## config.mk

```make
export PLATFORM = sky130hd
export DESIGN_NAME = text_dict_to_binary_records_top
export DESIGN_NICKNAME = d
export VERILOG_FILES = /design/src/rtl/td2b_pkg.sv /design/src/rtl/td2b_parse.sv /design/src/rtl/text_dict_to_binary_records_top.sv
export SDC_FILE = /design/constraint.sdc
export NUM_CORES = 1
export LEC_CHECK = 0
export BUFFER_PORTS_ARGS = -buffer_cell sky130_fd_sc_hd__clkbuf_2
export CORE_MARGIN = 2
export CORE_UTILIZATION = 60
export DETAILED_ROUTE_END_ITERATION = 6
export PLACE_DENSITY = 0.78
export SYNTH_ARGS = -nofsm -noshare
export SYNTH_HDL_FRONTEND = slang
export SYNTH_SLANG_ARGS = --single-unit
```

## constraint.sdc

```tcl
create_clock -name clk -period 9.07 [get_ports clk]
set_input_delay 0.4535 -clock clk [delete_from_list [all_inputs] [get_ports clk]]
set_output_delay 0.4535 -clock clk [all_outputs]
set_load 0.005 [all_outputs]
```

## src/rtl/td2b_pkg.sv

```systemverilog
// Shared types and constants for the text dictionary to binary record converter.
// No dependencies.
package td2b_pkg;

  localparam int unsigned NumRes = 5;
  localparam int unsigned CntW   = 3;

  localparam logic [1:0] MODE_LINE   = 2'd0;
  localparam logic [1:0] MODE_NUMBER = 2'd1;
  localparam logic [1:0] MODE_WORD   = 2'd2;
  localparam logic [1:0] MODE_ERROR  = 2'd3;

  localparam logic KIND_TEXT = 1'b0;
  localparam logic KIND_EOI  = 1'b1;

  localparam logic TGT_BODY   = 1'b0;
  localparam logic TGT_HEADER = 1'b1;

  localparam logic [7:0] CH_SPACE = 8'h20;
  localparam logic [7:0] CH_TAB   = 8'h09;
  localparam logic [7:0] CH_CR    = 8'h0D;
  localparam logic [7:0] CH_NL    = 8'h0A;
  localparam logic [7:0] CH_NUL   = 8'h00;
  localparam logic [7:0] CH_PLUS  = 8'h2B;
  localparam logic [7:0] CH_MINUS = 8'h2D;
  localparam logic [7:0] CH_ZERO  = 8'h30;
  localparam logic [7:0] CH_NINE  = 8'h39;

  // Results caused by one item, held until transferred one per unstalled cycle.
  typedef struct packed {
    logic [CntW-1:0]          cnt;
    logic [NumRes-1:0][7:0]   bytes;
    logic [NumRes-1:0]        tgt;
    logic                     err;
  } bundle_t;

endpackage

```

## src/rtl/td2b_parse.sv

```systemverilog
// Line parser: mode, weight and word count registers, and the result bundle
// for the item being accepted. Depends on td2b_pkg.
module td2b_parse (
  input  logic              clk,
  input  logic              rst_n,
  input  logic              take,
  input  logic              kind,
  input  logic [7:0]        text_byte,
  output td2b_pkg::bundle_t res
);
  import td2b_pkg::*;

  logic [1:0]  mode_r,   mode_nxt;
  logic [15:0] accum_r,  accum_nxt;
  logic        over_r,   over_nxt;
  logic        neg_r,    neg_nxt;
  logic        digits_r, digits_nxt;
  logic [31:0] wc_r,     wc_nxt;

  logic        is_space, is_digit;
  logic [3:0]  digit;
  logic [19:0] prod;
  logic [15:0] weight;
  logic [31:0] wc_inc;

  assign is_space = (text_byte == CH_SPACE) || ((text_byte >= CH_TAB) && (text_byte <= CH_CR));
  assign is_digit = (text_byte >= CH_ZERO) && (text_byte <= CH_NINE);
  assign digit    = text_byte[3:0];
  assign prod     = {1'b0, accum_r, 3'b000} + {3'b000, accum_r, 1'b0} + {16'd0, digit};
  assign weight   = neg_r ? (16'd0 - accum_r) : (over_r ? 16'hFFFF : accum_r);
  assign wc_inc   = wc_r + 32'd1;

  always_comb begin
    mode_nxt   = mode_r;
    accum_nxt  = accum_r;
    over_nxt   = over_r;
    neg_nxt    = neg_r;
    digits_nxt = digits_r;
    wc_nxt     = wc_r;
    res        = '0;

    if (kind == KIND_EOI) begin
      unique case (mode_r)
        MODE_NUMBER, MODE_ERROR: begin
          res.cnt = CntW'(1);
          res.err = 1'b1;
        end
        MODE_WORD: begin
          res.cnt   = CntW'(5);
          res.bytes = {wc_inc[31:24], wc_inc[23:16], wc_inc[15:8], wc_inc[7:0], CH_NUL};
          res.tgt   = {{4{TGT_HEADER}}, TGT_BODY};
        end
        default: begin
          res.cnt   = CntW'(4);
          res.bytes = {CH_NUL, wc_r[31:24], wc_r[23:16], wc_r[15:8], wc_r[7:0]};
          res.tgt   = {TGT_BODY, {4{TGT_HEADER}}};
        end
      endcase
      mode_nxt   = MODE_LINE;
      accum_nxt  = '0;
      over_nxt   = 1'b0;
      neg_nxt    = 1'b0;
      digits_nxt = 1'b0;
      wc_nxt     = '0;
    end else begin
      unique case (mode_r)
        MODE_LINE: begin
          if (is_space) begin
            mode_nxt = MODE_LINE;
          end else if ((text_byte == CH_PLUS) || (text_byte == CH_MINUS)) begin
            accum_nxt  = '0;
            over_nxt   = 1'b0;
            neg_nxt    = (text_byte == CH_MINUS);
            digits_nxt = 1'b0;
            mode_nxt   = MODE_NUMBER;
          end else if (is_digit) begin
            accum_nxt  = {12'd0, digit};
            over_nxt   = 1'b0;
            neg_nxt    = 1'b0;
            digits_nxt = 1'b1;
            mode_nxt   = MODE_NUMBER;
          end else begin
            mode_nxt = MODE_ERROR;
            res.cnt  = CntW'(1);
            res.err  = 1'b1;
          end
        end
        MODE_NUMBER: begin
          if (is_digit) begin
            accum_nxt  = prod[15:0];
            over_nxt   = over_r | (prod[19:16] != 4'd0);
            digits_nxt = 1'b1;
          end else if ((text_byte == CH_SPACE) && digits_r) begin
            res.cnt       = CntW'(2);
            res.bytes[0]  = weight[7:0];
            res.bytes[1]  = weight[15:8];
            accum_nxt     = '0;
            over_nxt      = 1'b0;
            neg_nxt       = 1'b0;
            digits_nxt    = 1'b0;
            mode_nxt      = MODE_WORD;
          end else begin
            mode_nxt = MODE_ERROR;
            res.cnt  = CntW'(1);
            res.err  = 1'b1;
          end
        end
        MODE_WORD: begin
          res.cnt = CntW'(1);
          if ((text_byte == CH_NL) || (text_byte == CH_NUL)) begin
            res.bytes[0] = CH_NUL;
            wc_nxt       = wc_inc;
            mode_nxt     = MODE_LINE;
          end else begin
            res.bytes[0] = text_byte;
          end
        end
        default: begin
          mode_nxt = MODE_ERROR;
        end
      endcase
    end
  end

  always_ff @(posedge clk) begin
    if (!rst_n) begin
      mode_r   <= MODE_LINE;
      accum_r  <= '0;
      over_r   <= 1'b0;
      neg_r    <= 1'b0;
      digits_r <= 1'b0;
      wc_r     <= '0;
    end else if (take) begin
      mode_r   <= mode_nxt;
      accum_r  <= accum_nxt;
      over_r   <= over_nxt;
      neg_r    <= neg_nxt;
      digits_r <= digits_nxt;
      wc_r     <= wc_nxt;
    end
  end

endmodule

```

## src/rtl/text_dict_to_binary_records_top.sv

```systemverilog
// Top level of the text dictionary to binary record converter: parser and
// result register handing out one result per unstalled cycle. Depends on td2b_pkg, td2b_parse.
//
//   channel | direction | handshake          | payload
//   in      | input     | in_valid/in_stall   | in_kind, in_text_byte
//   out     | output    | out_valid/out_stall | out_byte, out_target, out_error, out_last
//
// An item is parsed in the cycle it is transferred; its results (0 to 5) are
// held and leave one per cycle, while out_stall is low, from the next cycle on.
// Items with at most one result go back to back; after a weight or end of input
// the next item waits until the last result leaves the single result port. Reset
// returns the parser to line start with a zero word count. out_stall holds the
// current result; while results are held, the input stalls but for the last one's transfer.
module text_dict_to_binary_records_top (
  input  logic       clk,
  input  logic       rst_n,
  input  logic       in_valid,
  output logic       in_stall,
  input  logic       in_kind,
  input  logic [7:0] in_text_byte,
  output logic       out_valid,
  input  logic       out_stall,
  output logic [7:0] out_byte,
  output logic       out_target,
  output logic       out_error,
  output logic       out_last
);
  import td2b_pkg::*;

  bundle_t         res;
  bundle_t         bun_r;
  logic [CntW-1:0] rem_r, rem_nxt;
  logic [CntW-1:0] idx_r, idx_nxt;
  logic            in_xfer, out_xfer;

  assign out_valid = (rem_r != '0);
  assign out_last  = (rem_r == CntW'(1));
  assign out_xfer  = out_valid && !out_stall;
  assign in_stall  = out_valid && !(out_last && !out_stall);
  assign in_xfer   = in_valid && !in_stall;

  assign out_byte   = bun_r.bytes[idx_r];
  assign out_target = bun_r.tgt[idx_r];
  assign out_error  = bun_r.err;

  td2b_parse u_parse (
    .clk       (clk),
    .rst_n     (rst_n),
    .take      (in_xfer),
    .kind      (in_kind),
    .text_byte (in_text_byte),
    .res       (res)
  );

  always_comb begin
    rem_nxt = rem_r;
    idx_nxt = idx_r;
    if (in_xfer) begin
      rem_nxt = res.cnt;
      idx_nxt = '0;
    end else if (out_xfer) begin
      rem_nxt = rem_r - CntW'(1);
      idx_nxt = idx_r + CntW'(1);
    end
  end

  always_ff @(posedge clk) begin
    if (!rst_n) begin
      rem_r <= '0;
      idx_r <= '0;
    end else begin
      rem_r <= rem_nxt;
      idx_r <= idx_nxt;
    end
  end

  always_ff @(posedge clk) begin
    if (in_xfer) begin
      bun_r <= res;
    end
  end

  a_held_in_range: assert property (@(posedge clk) disable iff (!rst_n)
    out_valid |-> ({1'b0, idx_r} + {1'b0, rem_r}) <= (CntW+1)'(NumRes))
    else $error("held result index beyond bundle");

  a_load_only_on_last: assert property (@(posedge clk) disable iff (!rst_n)
    (in_xfer && out_valid) |-> (out_last && !out_stall))
    else $error("new item taken while results still held");

  a_error_alone: assert property (@(posedge clk) disable iff (!rst_n)
    (out_valid && out_error) |-> (out_last && (idx_r == '0) && (out_byte == CH_NUL)))
    else $error("error result not a lone zero result");

  a_header_drains: assert property (@(posedge clk) disable iff (!rst_n)
    (out_xfer && out_target && !out_last) |=> (out_valid && out_target))
    else $error("header bytes interrupted");

endmodule

```

[Yosys cells after proc, flatten, opt, wreduce, memory -nomap -nowiden]
Index checks and enable logic that the tools add are counted.
Word-level totals
  flip-flop bits (word level): 105
  output and inout bits: 13
  bits of input ports: 13
Operators by class
  muxes and demuxes: 67
  reduce and logical (&&, ||, !) cells: 27
  order comparisons: 5
  bitwise operators: 2
  add/subtract/negate cells: 6
  equality and inequality tests: 14
Operators by type and width (number)
  two-way mux 16 bit: 11
  two-way mux 32 bit: 3
  case mux 45 bit (2 select lines): 1
  adder 32 x 1 -> 32 bit, second input constant: 1
  case mux 16 bit (2 select lines): 1
  two-way mux 1 bit: 25
  binary-select mux 8 bit (select 3 bit): 1
  == test 8 x 6 -> 1 bit, second input constant: 3
  two-way mux 8 bit: 3
  adder 19 x 17 -> 20 bit: 1
  adder 20 x 4 -> 20 bit: 1
  two-way mux 3 bit: 6
  case mux 8 bit (2 select lines): 1
  subtractor 1 x 16 -> 16 bit, first input constant: 1
  two-way mux 2 bit: 7
  case mux 3 bit (3 select lines): 1
  == test 8 x 4 -> 1 bit, second input constant: 1
  greater-or-equal comparator 8 x 4 -> 1 bit, second input constant: 1
  greater-or-equal comparator 8 x 6 -> 1 bit, second input constant: 1
  <= comparator 8 x 4 -> 1 bit, second input constant: 1
  <= comparator 8 x 6 -> 1 bit, second input constant: 1
  logical NOT 8 bit: 1
  != test 4 x 2 -> 1 bit, second input constant: 2
  case mux 1 bit (2 select lines): 4
  24 further kinds: 42

[Depth between registers and ports, before layout]
  word-level depth: 8
  gate-level depth with buffers: 12
  gate-level depth less buffers: 11

[By module]
From an unflattened synthesis, not the netlist that was laid out.
Second synthesis, totals
  cell total of the unflattened synthesis: 853
  area total of the unflattened synthesis: 7264.5 µm²
Modules (own cells, without submodules)
  td2b_parse: area an instance 5131.2 µm², sequential area each 1061.0 µm², times used 1, cells each 718
  text_dict_to_binary_records_top: area an instance 2133.3 µm², sequential area each 1501.4 µm², times used 1, cells each 135

[Least setup slack after synthesis]
OpenSTA, ideal clock, no wires.
  path kind: register to register
  start point: reg rem_r[1]
  end point: reg u_parse.accum_r[12]
  path slack: 5.796 ns
  buffers on the path: 1
  data required time: 8.968 ns
  cell stages (with the launch flop): 11
  data arrival time: 3.173 ns
  setup time: 0.102 ns
  path through: dfxtp_1 inv_1 ha_1 nor2b_1 o21a_1 nand2_1 clkinv_1 o21ai_1 clkbuf_1 nand3_1 o41ai_1
Between the ends
  longest elaborated chain between the ends: 7
  elaborated cells on any way between the ends: 8
  classes of those cells: eq/ne (1); reduce/logical (7)
Ends and longest elaborated chain
  start, declared: line text_dict_to_binary_records_top.sv:32  | logic [CntW-1:0] rem_r, rem_nxt;
  start signal, assigned: line text_dict_to_binary_records_top.sv:72  | rem_r <= rem_nxt;
  == test 3 x 1 -> 1 bit: line text_dict_to_binary_records_top.sv:37  | assign out_last = (rem_r == CntW'(1));
  logical AND 1 bit: line text_dict_to_binary_records_top.sv:39  | assign in_stall = out_valid && !(out_last && !out_stall);
  logical NOT 1 bit: line text_dict_to_binary_records_top.sv:39
  logical AND 1 bit (*): line text_dict_to_binary_records_top.sv:39
  logical NOT 1 bit (*): line text_dict_to_binary_records_top.sv:40  | assign in_xfer = in_valid && !in_stall;
  logical AND 1 bit (*): line text_dict_to_binary_records_top.sv:40
  named net in_xfer: line text_dict_to_binary_records_top.sv:34  | logic in_xfer, out_xfer;
  AND reduction 5 bit (no source line) (*)
  end signal, assigned: line td2b_parse.sv:135  | accum_r <= accum_nxt;
  end, declared: line td2b_parse.sv:14  | logic [15:0] accum_r, accum_nxt;
Mark *: on every way through the listed nets, which the timed path passes. The rest lies on a longest branch.
A chain may end at the register's enable or synchronous reset.

[Worst setup path in the final report]
  start point: reg u_parse.accum_r[0]
  end point: reg u_parse.accum_r[14]
Between the ends
  longest elaborated chain between the ends: 5
Ends and longest elaborated chain
  adder 19 x 17 -> 20 bit: line td2b_parse.sv:29  | assign prod = {1'b0, accum_r, 3'b000} + {3'b000, accum_r, 1'b0} + {16'd0, digit};
  adder 20 x 4 -> 20 bit: line td2b_parse.sv:29
  two-way mux 16 bit: line td2b_parse.sv:89  | if (is_digit) begin
  case mux 16 bit (2 select lines): line td2b_parse.sv:66  | unique case (mode_r)
  two-way mux 16 bit: line td2b_parse.sv:42  | if (kind == KIND_EOI) begin
Every way passes these cells.

==> flow_summary.toml <==
[drt]
num_vias = 6579
drt_pass1_iterations = 6
drc_errors = 0
wl_per_cell_um = 18.9
first_iter_violations = 1024
vias_per_cell = 6.65
ant_nets = 0
routed_wl_mm = 18.7

[critical_path]
r2r_slack_ns = 5.91
worstPathArrival_ns = 3.40
rr_worst_depth = 10
r2r-start = "u_parse.accum_r[0]"
cp_max_fo = 6
critPathLaunchType = "register"
path_class = "register to register"
worstSetupEndpointType = "register"
timing.rr.end = "u_parse.accum_r[14]"
cp.required_ns = 9.30

[logic_synthesis]
ys_seq_elements = 103
synth-async-reset-ratio_pct = 0
syn_nets = 915
synth_edf_count = 44
synth-warning-count = 0
synthFlopType = "dfxtp_1"
ys_types = 64
synth_area_um2 = 7030
ys_seq_area_share_pct = 35.6
netlist_instances = 859
syn_avg_cell_area_um2 = 8.19

[cts]
postCtsHoldBufs = 0
clock-root-buffer = "clkbuf_16"
cts_tree = "done"
cts_buffers = 9
cts_max_level = 3
cts_setup_buffers = 0
clkTransAtPathRegs_ns = 0.07
post_cts_resized = 0
max-clock-path-buffers = 2
insertion_delay_ns = 0.35
cts_sinks = 103

[sta]
fmax_mhz = 316
fin_crit_sh_pct = 34.9
fin_tns_setup_ns = 0
setup_viol = 0
slew_headroom_pct = 21.0
final_hold_viol_count = 0
finClkSkew_ns = 0.00748
rsz0062_at_grt = "no"
slew_violations = 0
final.min_clock_period_ns = 3.16
worstMarginPinSlew_ns = 1.18

[grt]
grt_pass1_wl_mm = 30.1
grt_pass1_vias = 5888
antenna_found_initial = 0
grt_max_degree = 53
overflow = 0
grt_use_total_pct = 29.7

[final_layout]
n_antenna_cell = 0
syn_to_final_growth_pct = 6.00
fin_nets = 898
final_cell_area_um2 = 7450
final_cells = 990
drive_gt1_share_pct = 7.44
nFillCells = 954

[placement]
gp_congestion = 0.931
place.port_buffers = 25
post_dp_cell_area_um2 = 7140
dp.cells = 974
place_hpwl_mm = 13.1

[pwr]
power.density_nw_per_um2 = 191
vdd_drop_max_uv = 279
leakagePower_nw = 2.64
total_power_mw = 1.42

[floorplan]
die_h_um = 112
rows = 39
core_area_um2 = 11400
dieArea_um2 = 12600
die_w_um = 112
io_pins = 26
initial_core_util_pct = 61.6

[min_path]
min_path_type = "input port to register"
min_from = "in_text_byte[0]"
holdPathEnd = "u_parse.accum_r[0]"
holdPathStages = 3

[outcome]
status = "completed"

[run]
maxCapViolCount = 0
==> through the flow <==
step / hold slack, ns / utilization (%) / setup WS [ns]
2_1_floorplan: 0.469 / - / 5.80
3_3_place_gp: 0.486 / 62.5 / 5.89
3_5_place_dp: 0.499 / 62.5 / 5.77
4_1_cts: 0.437 / 65.3 / 5.99
5_1_grt: 0.485 / 65.3 / 5.73
6_report: 0.451 / 65.3 / 5.91
==> Yosys cell counts, types with 4 or more instances <==
library cell	n	area share, %
clkbuf_1	43	2.3
mux4_2	8	2.6
o221ai_1	6	0.75
and3_1	6	0.53
nor4_1	7	0.62
and4_1	9	1.1
a31oi_1	11	0.98
nand3_1	31	2.2
or4_1	5	0.53
nand2b_1	9	0.80
or3_1	16	1.4
nor2_1	93	5.0
o21a_1	4	0.43
ha_1	41	7.3
xor2_1	23	2.9
a211oi_1	10	1.1
o22ai_1	6	0.53
dfxtp_1	59	17
nand4_1	12	1.1
xnor2_1	22	2.7
edfxtp_1	44	19
o31ai_1	8	0.85
o21ai_0	76	5.4
nor4b_1	4	0.50
a21o_1	4	0.43
buf_2	10	0.71
nor3_1	17	1.2
a21oi_1	82	5.8
nand2_1	101	5.4
and2_1	4	0.36
nor2b_1	7	0.62
inv_1	28	1.5
==> area by class of cell <==
| type | count | area, um^2 | area share, % |
|---|---|---|---|
| Tap cell | 143 | 179 | 2.40 |
| Sequential cell | 103 | 2500 | 33.6 |
| Multi-Input combinational cell | 669 | 4190 | 56.2 |
| Clock inverter | 5 | 82.6 | 1.11 |
| Clock buffer | 11 | 233 | 3.12 |
| Timing Repair Buffer | 29 | 155 | 2.08 |
| Inverter | 30 | 113 | 1.51 |
==> where the power goes <==
group | total (mW) | internal (mW) | switching [mW]
clock | 0.419 | 0.243 | 0.175
combinational | 0.398 | 0.145 | 0.253
sequential | 0.605 | 0.566 | 0.0395
==> routing by layer <==
metal  global-route usage (%)  vias up  share of wire [%]
li1                         -     3080                  -
met1                     43.3     3144                 45
met2                     45.7      324                 46
met3                     3.89       31                7.9
met4                     10.3        0                1.8
met5                        0        -                  0
==> worst max-delay path, cell delays in order (launching register included) <==
cell	delay [ns]
dfxtp_1	0.44
inv_1	0.12
fa_1	0.58
fa_1	0.20
nand2b_1	0.15
a21oi_1	0.11
o31ai_1	0.59
a21oi_1	0.24
a221oi_1	0.34
xor2_1	0.16
o21ai_0	0.11
==> worst max path at each step <==
stage                       startpoint                  end  slack [ns]  depth (start not counted)
finish              u_parse.accum_r[0]  u_parse.accum_r[14]        5.91                         10
global route        u_parse.accum_r[2]  u_parse.accum_r[13]        5.73                         11
CTS                 u_parse.accum_r[0]  u_parse.accum_r[14]        5.99                         10
detailed placement     in_text_byte[3]  u_parse.accum_r[14]        5.77                         11
global placement       in_text_byte[3]  u_parse.accum_r[14]        5.89                         11
floorplan                     rem_r[1]  u_parse.accum_r[12]        5.80                         10
==> placed cells by master, fill, tap and decap left out, types with 7 or more instances in the layout <==
cell type	instances
a211oi_1	10
o21ai_0	76
or3_1	16
o31ai_1	8
a31oi_1	11
a21oi_1	82
nand4_1	12
xor2_1	23
dfxtp_1	59
inv_1	28
clkbuf_16	9
nor2_1	93
nand2b_1	9
nor3_1	17
clkbuf_2	25
and4_1	9
nand3_1	31
xnor2_1	22
nand2_1	101
nor2b_1	7
edfxtp_1	44
ha_1	41
nor4_1	7
mux4_2	8
==> flip-flops by register name (all words and copies together) (netlist names) <==
| register | cells |
|---|---|
| u_parse.neg_r | 1 |
| u_parse.over_r | 1 |
| idx_r | 3 |
| u_parse.accum_r | 16 |
| u_parse.mode_r | 2 |
| rem_r | 3 |
| bun_r | 43 |
| out_error | 1 |
| u_parse.wc_r | 32 |
| u_parse.digits_r | 1 |
==> logic make-up (layout without fill, tap and decap cells) <==
family	count (synthesis)	in the layout	synth area share [%]
simple gates	338	338	23.7
compound gates	231	231	19.2
flops	103	103	35.6
buf+inv	87	75	4.84
xor+xnor	45	45	5.60
fa+ha+maj	43	43	7.86
mux	12	12	3.17
(Power assumes the default switching activity.)
